**src/rtl/okl_pkg.sv**
```systemverilog
// ----------------------------------------------------------------------------
// okl_pkg
// shared widths, request and status codes, and the command and status
// bundles that pass between the ordered key list controller and datapath
// ----------------------------------------------------------------------------
`default_nettype none

package okl_pkg;

   // field widths
   localparam int KEY_W     = 32;
   localparam int POS_W     = 4;
   localparam int REQ_W     = 2;
   localparam int STS_W     = 3;
   localparam int COUNT_W   = 5;
   localparam int DATA_W    = 32;

   // table depth default
   localparam int CAPACITY_DEF = 16;

   // register file: byte address is 4 * index
   localparam int CSR_AW    = 3;
   localparam int CSR_IDX_W = 1;
   localparam logic [CSR_IDX_W-1:0] CSR_SORTED = 1'b0;
   localparam logic [CSR_IDX_W-1:0] CSR_DUPES  = 1'b1;

   // request codes
   typedef enum logic [REQ_W-1:0] {
      REQ_INSERT = 2'd0,
      REQ_DELETE = 2'd1,
      REQ_READ   = 2'd2,
      REQ_NONE   = 2'd3
   } okl_req_code_type;

   // result status codes
   typedef enum logic [STS_W-1:0] {
      STS_OK       = 3'd0,
      STS_EMPTY    = 3'd1,
      STS_NOTFOUND = 3'd2,
      STS_DUP      = 3'd3,
      STS_FULL     = 3'd4,
      STS_BADPOS   = 3'd5
   } okl_status_type;

   // memory read address source
   typedef enum logic [1:0] {
      RD_PTR   = 2'd0,
      RD_SHIFT = 2'd1,
      RD_POS   = 2'd2
   } okl_rd_src_type;

   // controller to datapath commands
   typedef struct packed {
      logic           load;
      logic           at_zero;
      logic           srch_hit;
      logic           srch_miss;
      logic           rd_inc;
      logic           shift_init;
      logic           shift_step;
      logic           ins_write;
      logic           cmp_init;
      logic           cmp_step;
      logic           cmp_done;
      logic           read_cap;
      logic           set_status;
      okl_status_type status;
      logic           emit;
      okl_rd_src_type rd_src;
   } okl_cmd_type;

   // datapath to controller status
   typedef struct packed {
      okl_req_code_type op;
      logic             sorted;
      logic             dupes;
      logic             cnt_zero;
      logic             full;
      logic             pos_bad;
      logic             rd_end;
      logic             shift_done;
      logic             stop;
      logic             hit;
      logic             out_free;
   } okl_stat_type;

endpackage

`default_nettype wire

```
**src/rtl/okl_if.sv**
```systemverilog
// ----------------------------------------------------------------------------
// okl_if
// valid/ready channels for request words and response words
// ----------------------------------------------------------------------------
`default_nettype none

interface okl_req_if;
   logic                              valid;
   logic                              ready;
   logic [okl_pkg::REQ_W-1:0]         req_type;
   logic signed [okl_pkg::KEY_W-1:0]  key;
   logic [okl_pkg::POS_W-1:0]         position;

   modport source (output valid, req_type, key, position, input ready);
   modport sink   (input valid, req_type, key, position, output ready);
endinterface

interface okl_rsp_if;
   logic                              valid;
   logic                              ready;
   logic [okl_pkg::STS_W-1:0]         status;
   logic signed [okl_pkg::KEY_W-1:0]  entry_value;
   logic [okl_pkg::COUNT_W-1:0]       entry_count;
   logic                              is_empty;

   modport source (output valid, status, entry_value, entry_count, is_empty, input ready);
   modport sink   (input valid, status, entry_value, entry_count, is_empty, output ready);
endinterface

`default_nettype wire

```
**src/rtl/okl_ctrl.sv**
```systemverilog
// ----------------------------------------------------------------------------
// okl_ctrl
// sequencer for the ordered key list: search walk, insert shift, delete
// compaction, positional read and response hand-off
// ----------------------------------------------------------------------------
`default_nettype none

module okl_ctrl (
   input  wire logic                 clock,
   input  wire logic                 reset,
   input  wire logic                 req_valid,
   output logic                      req_ready,
   input  wire okl_pkg::okl_stat_type stat,
   output okl_pkg::okl_cmd_type      cmd
);

   typedef enum logic [12:0] {
      ST_IDLE     = 13'b0000000000001,
      ST_DECIDE   = 13'b0000000000010,
      ST_SRCH_RD  = 13'b0000000000100,
      ST_SRCH_CMP = 13'b0000000001000,
      ST_POST     = 13'b0000000010000,
      ST_SHIFT_RD = 13'b0000000100000,
      ST_SHIFT_WR = 13'b0000001000000,
      ST_INS_WR   = 13'b0000010000000,
      ST_CMP_RD   = 13'b0000100000000,
      ST_CMP_WR   = 13'b0001000000000,
      ST_READ_RD  = 13'b0010000000000,
      ST_READ_CAP = 13'b0100000000000,
      ST_FINISH   = 13'b1000000000000
   } state_type;

   state_type state_ff;
   state_type state_in;

   // state register
   always_ff @(posedge clock) begin
      if (reset) begin
         state_ff <= ST_IDLE;
      end else begin
         state_ff <= state_in;
      end
   end

   // next state and commands
   always_comb begin
      state_in  = state_ff;
      req_ready = 1'b0;
      cmd       = '0;
      cmd.status = okl_pkg::STS_OK;
      cmd.rd_src = okl_pkg::RD_PTR;
      unique case (state_ff)
         ST_IDLE: begin
            req_ready = 1'b1;
            if (req_valid) begin
               cmd.load = 1'b1;
               state_in = ST_DECIDE;
            end
         end
         ST_DECIDE: begin
            case (stat.op)
               okl_pkg::REQ_INSERT: begin
                  if (!stat.sorted && stat.dupes) begin
                     cmd.at_zero = 1'b1;
                     state_in    = ST_POST;
                  end else begin
                     state_in = ST_SRCH_RD;
                  end
               end
               okl_pkg::REQ_DELETE: begin
                  if (stat.cnt_zero) begin
                     cmd.set_status = 1'b1;
                     cmd.status     = okl_pkg::STS_EMPTY;
                     state_in       = ST_FINISH;
                  end else begin
                     state_in = ST_SRCH_RD;
                  end
               end
               okl_pkg::REQ_READ: begin
                  if (stat.pos_bad) begin
                     cmd.set_status = 1'b1;
                     cmd.status     = okl_pkg::STS_BADPOS;
                     state_in       = ST_FINISH;
                  end else begin
                     state_in = ST_READ_RD;
                  end
               end
               default: begin
                  state_in = ST_FINISH;
               end
            endcase
         end
         // search walk: fetch one entry, then compare
         ST_SRCH_RD: begin
            cmd.rd_src = okl_pkg::RD_PTR;
            if (stat.rd_end) begin
               cmd.srch_miss = 1'b1;
               state_in      = ST_POST;
            end else begin
               state_in = ST_SRCH_CMP;
            end
         end
         ST_SRCH_CMP: begin
            if (stat.stop) begin
               cmd.srch_hit = 1'b1;
               state_in     = ST_POST;
            end else begin
               cmd.rd_inc = 1'b1;
               state_in   = ST_SRCH_RD;
            end
         end
         ST_POST: begin
            if (stat.op == okl_pkg::REQ_INSERT) begin
               if (!stat.dupes && stat.hit) begin
                  cmd.set_status = 1'b1;
                  cmd.status     = okl_pkg::STS_DUP;
                  state_in       = ST_FINISH;
               end else if (stat.full) begin
                  cmd.set_status = 1'b1;
                  cmd.status     = okl_pkg::STS_FULL;
                  state_in       = ST_FINISH;
               end else begin
                  cmd.shift_init = 1'b1;
                  state_in       = ST_SHIFT_RD;
               end
            end else begin
               if (!stat.hit) begin
                  cmd.set_status = 1'b1;
                  cmd.status     = okl_pkg::STS_NOTFOUND;
                  state_in       = ST_FINISH;
               end else begin
                  cmd.cmp_init = 1'b1;
                  state_in     = ST_CMP_RD;
               end
            end
         end
         // insert: move entries up one slot from the tail down to the gap
         ST_SHIFT_RD: begin
            cmd.rd_src = okl_pkg::RD_SHIFT;
            if (stat.shift_done) begin
               state_in = ST_INS_WR;
            end else begin
               state_in = ST_SHIFT_WR;
            end
         end
         ST_SHIFT_WR: begin
            cmd.shift_step = 1'b1;
            state_in       = ST_SHIFT_RD;
         end
         ST_INS_WR: begin
            cmd.ins_write = 1'b1;
            state_in      = ST_FINISH;
         end
         // delete: compact the tail from the match onward
         ST_CMP_RD: begin
            cmd.rd_src = okl_pkg::RD_PTR;
            if (stat.rd_end) begin
               cmd.cmp_done = 1'b1;
               state_in     = ST_FINISH;
            end else begin
               state_in = ST_CMP_WR;
            end
         end
         ST_CMP_WR: begin
            cmd.cmp_step = 1'b1;
            state_in     = ST_CMP_RD;
         end
         // positional read
         ST_READ_RD: begin
            cmd.rd_src = okl_pkg::RD_POS;
            state_in   = ST_READ_CAP;
         end
         ST_READ_CAP: begin
            cmd.read_cap = 1'b1;
            state_in     = ST_FINISH;
         end
         ST_FINISH: begin
            if (stat.out_free) begin
               cmd.emit = 1'b1;
               state_in = ST_IDLE;
            end
         end
         default: begin
            state_in = ST_IDLE;
         end
      endcase
   end

endmodule

`default_nettype wire

```
**src/rtl/okl_dp.sv**
```systemverilog
// ----------------------------------------------------------------------------
// okl_dp
// key store memory, walk pointers, compare unit and response register of
// the ordered key list
// ----------------------------------------------------------------------------
`default_nettype none

module okl_dp #(
   parameter int CAPACITY = okl_pkg::CAPACITY_DEF
) (
   input  wire logic                               clock,
   input  wire logic                               reset,
   input  wire logic                               sorted_mode,
   input  wire logic                               allow_dupes,
   input  wire logic [okl_pkg::REQ_W-1:0]          req_type,
   input  wire logic signed [okl_pkg::KEY_W-1:0]   req_key,
   input  wire logic [okl_pkg::POS_W-1:0]          req_position,
   input  wire okl_pkg::okl_cmd_type               cmd,
   output okl_pkg::okl_stat_type                   stat,
   input  wire logic                               rsp_ready,
   output logic                                    rsp_valid,
   output logic [okl_pkg::STS_W-1:0]               rsp_status,
   output logic signed [okl_pkg::KEY_W-1:0]        rsp_entry_value,
   output logic [okl_pkg::COUNT_W-1:0]             rsp_entry_count,
   output logic                                    rsp_is_empty
);

   localparam int KEY_W  = okl_pkg::KEY_W;
   localparam int POS_W  = okl_pkg::POS_W;
   localparam int IDX_W  = (CAPACITY > 1) ? $clog2(CAPACITY) : 1;
   localparam int CNT_W  = $clog2(CAPACITY + 1);
   localparam int PCMP_W = (CNT_W > POS_W) ? CNT_W : POS_W;

   // key store
   logic [KEY_W-1:0] mem [CAPACITY];
   logic             mem_we;
   logic [IDX_W-1:0] mem_waddr;
   logic [KEY_W-1:0] mem_wdata;
   logic [IDX_W-1:0] mem_raddr;
   logic signed [KEY_W-1:0] rd_q_ff;

   // request and walk state
   logic signed [KEY_W-1:0]   key_ff, key_in;
   okl_pkg::okl_req_code_type op_ff, op_in;
   logic [POS_W-1:0]          pos_ff, pos_in;
   logic [CNT_W-1:0]          cnt_ff, cnt_in;
   logic [CNT_W-1:0]          rd_ptr_ff, rd_ptr_in;
   logic [CNT_W-1:0]          wr_ptr_ff, wr_ptr_in;
   logic [CNT_W-1:0]          at_ff, at_in;
   logic                      hit_ff, hit_in;
   logic                      run_ff, run_in;
   okl_pkg::okl_status_type   sts_ff, sts_in;
   logic signed [KEY_W-1:0]   val_ff, val_in;

   // response register
   logic                          rsp_valid_ff, rsp_valid_in;
   okl_pkg::okl_status_type       rsp_status_ff;
   logic signed [KEY_W-1:0]       rsp_value_ff;
   logic [okl_pkg::COUNT_W-1:0]   rsp_count_ff;
   logic                          rsp_empty_ff;

   logic             eq;
   logic             lt;
   logic             skip;
   logic             out_free;
   logic [CNT_W-1:0] wr_m1;

   // compare unit
   assign eq    = (rd_q_ff == key_ff);
   assign lt    = (rd_q_ff < key_ff);
   assign wr_m1 = wr_ptr_ff - 1'b1;

   // entry dropped by compaction: the match itself, or later equal keys
   assign skip = (rd_ptr_ff == at_ff) ||
                 (allow_dupes && eq && (!sorted_mode || run_ff));

   assign out_free = !rsp_valid_ff || rsp_ready;

   // status toward the controller
   always_comb begin
      stat.op         = op_ff;
      stat.sorted     = sorted_mode;
      stat.dupes      = allow_dupes;
      stat.cnt_zero   = (cnt_ff == '0);
      stat.full       = (cnt_ff >= CNT_W'(CAPACITY));
      stat.pos_bad    = (PCMP_W'(pos_ff) >= PCMP_W'(cnt_ff));
      stat.rd_end     = (rd_ptr_ff == cnt_ff);
      stat.shift_done = (wr_ptr_ff == at_ff);
      stat.stop       = sorted_mode ? !lt : eq;
      stat.hit        = hit_ff;
      stat.out_free   = out_free;
   end

   // memory port selects
   always_comb begin
      mem_we    = cmd.shift_step || cmd.ins_write || (cmd.cmp_step && !skip);
      mem_waddr = cmd.ins_write ? at_ff[IDX_W-1:0] : wr_ptr_ff[IDX_W-1:0];
      mem_wdata = cmd.ins_write ? key_ff : rd_q_ff;
      case (cmd.rd_src)
         okl_pkg::RD_SHIFT: mem_raddr = wr_m1[IDX_W-1:0];
         okl_pkg::RD_POS:   mem_raddr = IDX_W'(pos_ff);
         default:           mem_raddr = rd_ptr_ff[IDX_W-1:0];
      endcase
   end

   // key store with registered read
   always_ff @(posedge clock) begin
      if (mem_we) begin
         mem[mem_waddr] <= mem_wdata;
      end
      rd_q_ff <= mem[mem_raddr];
   end

   // walk state next values
   always_comb begin
      key_in    = key_ff;
      op_in     = op_ff;
      pos_in    = pos_ff;
      cnt_in    = cnt_ff;
      rd_ptr_in = rd_ptr_ff;
      wr_ptr_in = wr_ptr_ff;
      at_in     = at_ff;
      hit_in    = hit_ff;
      run_in    = run_ff;
      sts_in    = sts_ff;
      val_in    = val_ff;
      if (cmd.load) begin
         key_in    = req_key;
         op_in     = okl_pkg::okl_req_code_type'(req_type);
         pos_in    = req_position;
         rd_ptr_in = '0;
         wr_ptr_in = '0;
         hit_in    = 1'b0;
         run_in    = 1'b1;
         sts_in    = okl_pkg::STS_OK;
         val_in    = '0;
      end
      if (cmd.at_zero) begin
         at_in  = '0;
         hit_in = 1'b0;
      end
      if (cmd.srch_hit) begin
         at_in  = rd_ptr_ff;
         hit_in = eq;
      end
      if (cmd.srch_miss) begin
         at_in  = cnt_ff;
         hit_in = 1'b0;
      end
      if (cmd.rd_inc) begin
         rd_ptr_in = rd_ptr_ff + 1'b1;
      end
      if (cmd.shift_init) begin
         wr_ptr_in = cnt_ff;
      end
      if (cmd.shift_step) begin
         wr_ptr_in = wr_m1;
      end
      if (cmd.ins_write) begin
         cnt_in = cnt_ff + 1'b1;
      end
      if (cmd.cmp_init) begin
         rd_ptr_in = at_ff;
         wr_ptr_in = at_ff;
         run_in    = 1'b1;
      end
      if (cmd.cmp_step) begin
         rd_ptr_in = rd_ptr_ff + 1'b1;
         if (!skip) begin
            wr_ptr_in = wr_ptr_ff + 1'b1;
            run_in    = 1'b0;
         end
      end
      if (cmd.cmp_done) begin
         cnt_in = wr_ptr_ff;
      end
      if (cmd.read_cap) begin
         val_in = rd_q_ff;
      end
      if (cmd.set_status) begin
         sts_in = cmd.status;
      end
   end

   // walk state registers
   always_ff @(posedge clock) begin
      if (reset) begin
         cnt_ff    <= '0;
         rd_ptr_ff <= '0;
         wr_ptr_ff <= '0;
         at_ff     <= '0;
         hit_ff    <= 1'b0;
         run_ff    <= 1'b0;
      end else begin
         cnt_ff    <= cnt_in;
         rd_ptr_ff <= rd_ptr_in;
         wr_ptr_ff <= wr_ptr_in;
         at_ff     <= at_in;
         hit_ff    <= hit_in;
         run_ff    <= run_in;
      end
   end

   always_ff @(posedge clock) begin
      key_ff <= key_in;
      op_ff  <= op_in;
      pos_ff <= pos_in;
      sts_ff <= sts_in;
      val_ff <= val_in;
   end

   // response word register
   always_comb begin
      rsp_valid_in = rsp_valid_ff;
      if (cmd.emit) begin
         rsp_valid_in = 1'b1;
      end else if (rsp_valid_ff && rsp_ready) begin
         rsp_valid_in = 1'b0;
      end
   end

   always_ff @(posedge clock) begin
      if (reset) begin
         rsp_valid_ff <= 1'b0;
      end else begin
         rsp_valid_ff <= rsp_valid_in;
      end
   end

   always_ff @(posedge clock) begin
      if (cmd.emit) begin
         rsp_status_ff <= sts_ff;
         rsp_value_ff  <= val_ff;
         rsp_count_ff  <= okl_pkg::COUNT_W'(cnt_ff);
         rsp_empty_ff  <= (cnt_ff == '0);
      end
   end

   assign rsp_valid       = rsp_valid_ff;
   assign rsp_status      = rsp_status_ff;
   assign rsp_entry_value = rsp_value_ff;
   assign rsp_entry_count = rsp_count_ff;
   assign rsp_is_empty    = rsp_empty_ff;

   // checks
   a_cnt_bound: assert property (@(posedge clock) disable iff (reset)
      cnt_ff <= CNT_W'(CAPACITY))
      else $error("entry count above capacity");

   a_compact_order: assert property (@(posedge clock) disable iff (reset)
      cmd.cmp_step |-> wr_ptr_ff <= rd_ptr_ff)
      else $error("compaction write pointer passed read pointer");

   a_emit_free: assert property (@(posedge clock) disable iff (reset)
      cmd.emit |-> out_free)
      else $error("response overwritten before taken");

   a_ins_grow: assert property (@(posedge clock) disable iff (reset)
      cmd.ins_write |=> cnt_ff == $past(cnt_ff) + 1'b1)
      else $error("insert did not grow the count by one");

endmodule

`default_nettype wire

```
**src/rtl/ordered_key_list_table.sv**
```systemverilog
// ----------------------------------------------------------------------------
// ordered_key_list_table
// bounded table of signed keys, kept sorted or in arrival order, with
// duplicates allowed or refused; insert, delete and read-at-position
//
//   channel   dir   handshake           word
//   req_if    in    valid/ready         req_type, key, position
//   rsp_if    out   valid/ready         status, entry_value, entry_count, is_empty
//   apb       in    psel/penable/pready sorted_mode at 0x0, allow_dupes at 0x4
//
// one request at a time; the key store is a single memory with one read and
// one write port, so each entry visited or moved takes a fetch and then a
// compare or a write back
// synchronous reset empties the table and clears both mode registers
// a response word waits in its register while the next request is taken;
// the finished request holds until that register frees
// ----------------------------------------------------------------------------
`default_nettype none

module ordered_key_list_table #(
   parameter int CAPACITY = okl_pkg::CAPACITY_DEF
) (
   input  wire logic                          clock,
   input  wire logic                          reset,
   okl_req_if.sink                            req_if,
   okl_rsp_if.source                          rsp_if,
   input  wire logic                          psel,
   input  wire logic                          penable,
   input  wire logic                          pwrite,
   input  wire logic [okl_pkg::CSR_AW-1:0]    paddr,
   input  wire logic [okl_pkg::DATA_W-1:0]    pwdata,
   output logic [okl_pkg::DATA_W-1:0]         prdata,
   output logic                               pready
);

   logic                              sorted_mode_ff, sorted_mode_in;
   logic                              allow_dupes_ff, allow_dupes_in;
   logic [okl_pkg::CSR_IDX_W-1:0]     csr_idx;
   logic                              csr_wr;
   okl_pkg::okl_cmd_type              cmd;
   okl_pkg::okl_stat_type             stat;

   // register decode
   assign pready  = 1'b1;
   assign csr_wr  = psel && penable && pwrite;
   assign csr_idx = paddr[okl_pkg::CSR_AW-1:2];

   always_comb begin
      sorted_mode_in = sorted_mode_ff;
      allow_dupes_in = allow_dupes_ff;
      prdata         = '0;
      unique case (csr_idx)
         okl_pkg::CSR_SORTED: begin
            prdata = {{(okl_pkg::DATA_W-1){1'b0}}, sorted_mode_ff};
            if (csr_wr) begin
               sorted_mode_in = pwdata[0];
            end
         end
         okl_pkg::CSR_DUPES: begin
            prdata = {{(okl_pkg::DATA_W-1){1'b0}}, allow_dupes_ff};
            if (csr_wr) begin
               allow_dupes_in = pwdata[0];
            end
         end
         default: begin
            prdata = '0;
         end
      endcase
   end

   always_ff @(posedge clock) begin
      if (reset) begin
         sorted_mode_ff <= 1'b0;
         allow_dupes_ff <= 1'b0;
      end else begin
         sorted_mode_ff <= sorted_mode_in;
         allow_dupes_ff <= allow_dupes_in;
      end
   end

   // sequencer
   okl_ctrl u_ctrl (
      .clock     (clock),
      .reset     (reset),
      .req_valid (req_if.valid),
      .req_ready (req_if.ready),
      .stat      (stat),
      .cmd       (cmd)
   );

   // store and datapath
   okl_dp #(
      .CAPACITY (CAPACITY)
   ) u_dp (
      .clock           (clock),
      .reset           (reset),
      .sorted_mode     (sorted_mode_ff),
      .allow_dupes     (allow_dupes_ff),
      .req_type        (req_if.req_type),
      .req_key         (req_if.key),
      .req_position    (req_if.position),
      .cmd             (cmd),
      .stat            (stat),
      .rsp_ready       (rsp_if.ready),
      .rsp_valid       (rsp_if.valid),
      .rsp_status      (rsp_if.status),
      .rsp_entry_value (rsp_if.entry_value),
      .rsp_entry_count (rsp_if.entry_count),
      .rsp_is_empty    (rsp_if.is_empty)
   );

endmodule

`default_nettype wire

```
**src/flat_wrapper.sv**
```systemverilog
// flat-port wrapper written by rule: the top's interface ports become plain ports
module ordered_key_list_table_flat 
#(
   parameter int CAPACITY = okl_pkg::CAPACITY_DEF
)
  (clock, reset, psel, penable, pwrite, paddr, pwdata, prdata, pready, req_if_valid, req_if_req_type, req_if_key, req_if_position, req_if_ready, rsp_if_valid, rsp_if_status, rsp_if_entry_value, rsp_if_entry_count, rsp_if_is_empty, rsp_if_ready);
  okl_req_if req_if_i ();
  okl_rsp_if rsp_if_i ();
  input  wire logic clock;
  input  wire logic reset;
  input  wire logic psel;
  input  wire logic penable;
  input  wire logic pwrite;
  input  wire logic [okl_pkg::CSR_AW-1:0] paddr;
  input  wire logic [okl_pkg::DATA_W-1:0] pwdata;
  output logic [okl_pkg::DATA_W-1:0] prdata;
  output logic pready;
  input wire logic [$bits(req_if_i.valid)-1:0] req_if_valid;
  input wire logic [$bits(req_if_i.req_type)-1:0] req_if_req_type;
  input wire logic [$bits(req_if_i.key)-1:0] req_if_key;
  input wire logic [$bits(req_if_i.position)-1:0] req_if_position;
  output wire logic [$bits(req_if_i.ready)-1:0] req_if_ready;
  output wire logic [$bits(rsp_if_i.valid)-1:0] rsp_if_valid;
  output wire logic [$bits(rsp_if_i.status)-1:0] rsp_if_status;
  output wire logic [$bits(rsp_if_i.entry_value)-1:0] rsp_if_entry_value;
  output wire logic [$bits(rsp_if_i.entry_count)-1:0] rsp_if_entry_count;
  output wire logic [$bits(rsp_if_i.is_empty)-1:0] rsp_if_is_empty;
  input wire logic [$bits(rsp_if_i.ready)-1:0] rsp_if_ready;
  assign req_if_i.valid = req_if_valid;
  assign req_if_i.req_type = req_if_req_type;
  assign req_if_i.key = req_if_key;
  assign req_if_i.position = req_if_position;
  assign req_if_ready = req_if_i.ready;
  assign rsp_if_valid = rsp_if_i.valid;
  assign rsp_if_status = rsp_if_i.status;
  assign rsp_if_entry_value = rsp_if_i.entry_value;
  assign rsp_if_entry_count = rsp_if_i.entry_count;
  assign rsp_if_is_empty = rsp_if_i.is_empty;
  assign rsp_if_i.ready = rsp_if_ready;
  ordered_key_list_table #(.CAPACITY(CAPACITY)) u_core (.clock(clock), .reset(reset), .req_if(req_if_i), .rsp_if(rsp_if_i), .psel(psel), .penable(penable), .pwrite(pwrite), .paddr(paddr), .pwdata(pwdata), .prdata(prdata), .pready(pready));
endmodule
```
**config.mk**
```make
export PLATFORM = sky130hd
export DESIGN_NAME = ordered_key_list_table_flat
export DESIGN_NICKNAME = d
export VERILOG_FILES = /design/src/rtl/okl_pkg.sv /design/src/rtl/okl_if.sv /design/src/rtl/okl_ctrl.sv /design/src/rtl/okl_dp.sv /design/src/rtl/ordered_key_list_table.sv /design/src/flat_wrapper.sv
export SDC_FILE = /design/constraint.sdc
export NUM_CORES = 1
export LEC_CHECK = 0
export BUFFER_PORTS_ARGS = -buffer_cell sky130_fd_sc_hd__clkbuf_2
export CORE_UTILIZATION = 50
export CTS_CLUSTER_DIAMETER = 150
export DETAILED_ROUTE_END_ITERATION = 10
export PLACE_DENSITY = 0.75
export SLEW_MARGIN = 20
export SYNTH_ARGS = -nofsm -noshare
export SYNTH_HDL_FRONTEND = slang
export SYNTH_SLANG_ARGS = --single-unit
```
**constraint.sdc**
```tcl
create_clock -name clock -period 5.9 [get_ports clock]
set_input_delay 0.885 -clock clock [delete_from_list [all_inputs] [get_ports clock]]
set_output_delay 0.885 -clock clock [all_outputs]
set_load 0.01 [all_outputs]
```
==> out/metrics.yaml <==
power:
  clockPowerShare: 0.412
  peakVddDrop_mv: 0.217
  power.leakage_nw: 11.0
  pwr-share-seq: 0.528
  intPower_mw: 8.31
  p_sw_mw: 2.33
  p_comb_frac: 0.060
  power-per-cell-area_nw_per_um2: 333
  switching_share: 0.219
die:
  die_w_um: 240
  die_area_um2: 57400
  io_pins: 156
  initial_core_util: 0.509
  die_height_um: 240
  rows: 86
  core_um2: 55400
synthesis:
  ys_types: 68
  synth-main-ff-cell: "edfxtp_1"
  synth.ff_latch_count: 696
  synthCells: 1593
  synth_area_um2: 28200
  synth-edff-count: 626
  yosys_warnings: 0
  yosysSeqAreaShare: 0.715
  synthArstFlopShare: 0
  syn_avg_cell_area_um2: 17.7
drt:
  drt-initial-drc-count: 1493
  drtPass1Iterations: 5
  wl_um: 60600
  detail-route-antenna-nets: 0
  vias_per_cell: 5.83
  via_count: 14668
  wire_per_inst_um: 24.1
  drc_errors: 0
sta:
  period_minus_slack_ps: 4360
  tightest_slew_ps: 1040
  finalSetupViolCount: 0
  fin_crit_sh: 0.740
  clock_skew_ps: 31.0
  drv_slew: 0
  final.setup.tns_ps: 0
  hold_viol_final: 0
  grt_setup_unrepaired: "false"
  timing.fmax_ghz: 0.229
  slew_headroom: 0.300
global_route:
  grt.total_usage: 0.217
  antenna_found_initial: 2
  grt_overflow_total: 0
  grt_max_degree: 83
  grt_pass1_vias: 14796
  grt_first_pass_wirelength_um: 90800
layout:
  nets: 1837
  area_growth_pct: 13.1
  final_area_um2: 31900
  drive_gt1_frac: 0.226
cts:
  clock_latency_ps: 610
  htreeDepth: 3
  path_clk_slew_ps: 60
  postCtsSetupRepairBufs: 0
  numCtsBuffers: 69
  clock-sinks: 696
  root_buffer: "clkbuf_16"
  ctsHoldBuffers: 0
  clockBufferDepth: 3
  cts.repair.resized: 0
  cts_tree: "built"
placement:
  io_buffers: 90
  dp_hpwl_um: 33300
  place.gp.congestion: 0.863
  postPlaceCellArea_um2: 29600
worst_setup_path:
  cp-end-kind: "register"
  cp_max_fo: 26
  start_kind: "register"
  crit_required_ps: 6190
  crit_type: "reg -> reg"
  worst_ep_arrival_time_ps: 4660
worst_hold_path:
  min_path_type: "reg -> reg"
run:
  maxCapViolations: 0
outcome:
  outcome: "completed"
-- per-stage QoR --
stage | power (mW) | util | instances | hold WS [ps] | worst slack (ps)
after global placement | 6.33 | 0.534 | 2386 | 408 | 1730
after global routing | 11.0 | 0.576 | 2515 | 409 | 1340
after detailed placement | 6.36 | 0.535 | 2387 | 405 | 1650
after CTS | 10.7 | 0.576 | 2515 | 402 | 1580
final | 10.6 | 0.576 | 2516 | 401 | 1540
after floorplan | 6.15 | - | 1623 | 400 | 2270
-- kinds of logic (layout without fill, tap and decap cells) --
logic type      Yosys count  in the layout  synth area share
simple gates            279            279            0.0549
fa+ha+maj                47             47            0.0208
buf+inv                 159            303            0.0279
flops                   696            696             0.715
mux                     228            228             0.138
other cells               2             33          0.000266
xor+xnor                 21             21           0.00651
compound gates          161            161            0.0367
-- layout by cell type, fill, tap and decap left out, types with 6 or more instances in the layout --
master / instances
o21ai_1: 43
clkbuf_8: 7
nor2_4: 16
clkbuf_2: 90
inv_1: 51
a22oi_1: 10
nor2_1: 41
nand2_1: 64
conb_1: 32
clkinv_2: 7
buf_4: 26
xnor2_1: 11
clkinv_1: 6
nand3_1: 17
clkbuf_16: 70
ha_1: 47
a211oi_1: 7
edfxtp_1: 626
a21oi_1: 36
a31oi_1: 13
clkbuf_1: 21
o21ai_0: 11
xor2_1: 10
and2_1: 41
nor2b_1: 10
mux4_2: 128
mux2i_1: 100
dfxtp_1: 70
nor4_1: 9
nor3_1: 18
nand4_1: 13
-- metal layers --
layer,global-route usage,up-vias,wire (um)
met5,0,-,0
met4,0.0682,0,1630
met3,0.0439,110,4020
met2,0.357,565,29800
met1,0.292,7540,25100
li1,-,6453,-
-- state kept, by name (all words and copies together) (netlist names), 2 cells and up --
| signal | flops |
|---|---|
| u_core.u_dp.rd_q_ff | 32 |
| u_core.u_dp.pos_ff | 4 |
| u_core.u_dp.op_ff | 2 |
| u_core.u_dp.mem | 512 |
| u_core.u_dp.wr_ptr_ff | 5 |
| u_core.u_dp.rsp_status | 3 |
| u_core.u_dp.rsp_entry_value | 32 |
| u_core.u_ctrl.state_ff | 13 |
| u_core.u_dp.rsp_entry_count | 5 |
| u_core.u_dp.cnt_ff | 5 |
| u_core.u_dp.at_ff | 5 |
| u_core.u_dp.val_ff | 32 |
| u_core.u_dp.sts_ff | 3 |
| u_core.u_dp.key_ff | 32 |
| u_core.u_dp.rd_ptr_ff | 5 |
-- synthesized netlist by cell type (4+ instances only) --
library cell  instances  share of area
buf_4                46          0.012
nor3_1               18         0.0032
a22oi_1              10         0.0027
nand4_1              13         0.0029
or3b_1                4         0.0012
nor2b_1              11         0.0024
o21ai_0              12         0.0021
a31oi_1              13         0.0029
mux2i_1             100          0.035
o21a_1                4         0.0011
and2_1               41         0.0091
nand2b_1              4        0.00089
mux4_2              128           0.10
nand2_1              64         0.0085
nor2_1               57         0.0076
nor3b_2               4         0.0018
ha_1                 47          0.021
a211oi_1              7         0.0019
nand3_1              17         0.0030
and3_1                4        0.00089
edfxtp_1            626           0.67
a21oi_1              36         0.0064
clkbuf_1             45         0.0060
inv_1                52         0.0069
nor3b_1               5         0.0013
o211ai_1              4         0.0011
dfxtp_1              70          0.050
nor4_1                9         0.0020
o21ai_1              46         0.0082
buf_2                14         0.0025
xnor2_1              11         0.0034
xor2_1               10         0.0031
-- critical path, cell delays in order, from the launching register on --
cell and delay (ps):
edfxtp_1 330, inv_1 60, ha_1 310, nand4_1 280, nor4_1 890, nand2_1 190
o211a_1 440, o21a_1 280, o21ai_1 670, nor2_4 210, buf_4 370
-- power groups by stage --
| stage | sequential, mW | clock [mW] | combinational, mW |
|---|---|---|---|
| floorplan | 5.69 | 0 | 0.452 |
| global placement | 5.73 | 0 | 0.603 |
| detailed placement | 5.73 | 0 | 0.636 |
| CTS | 5.62 | 4.46 | 0.642 |
| global route | 5.63 | 4.65 | 0.703 |
| finish | 5.62 | 4.38 | 0.640 |
-- worst paths after layout --
check                          from                              end  slack, ps  depth (start not counted)
min reg2reg  u_core.u_dp.val_ff[22]  u_core.u_dp.rsp_entry_value[22]        400                          0
max          u_core.u_dp.key_ff[19]           u_core.u_dp.mem[2][19]       1540                         10
min          u_core.u_dp.val_ff[22]  u_core.u_dp.rsp_entry_value[22]        400                          0
max reg2reg  u_core.u_dp.key_ff[19]           u_core.u_dp.mem[2][19]       1540                         10
-- final cells by class --
| class | instances | area (um2) |
|---|---|---|
| fillers | 4057 | 23500 |
| well taps | 748 | 936 |
| clock inverters | 30 | 357 |
| repair buffers | 122 | 773 |
| diodes | 1 | 2.50 |
| inverters | 53 | 199 |
| multi-input cells | 768 | 7540 |
| flip-flops and latches | 696 | 20200 |
| clock buffers | 98 | 1930 |
(Power assumes the default switching activity.)
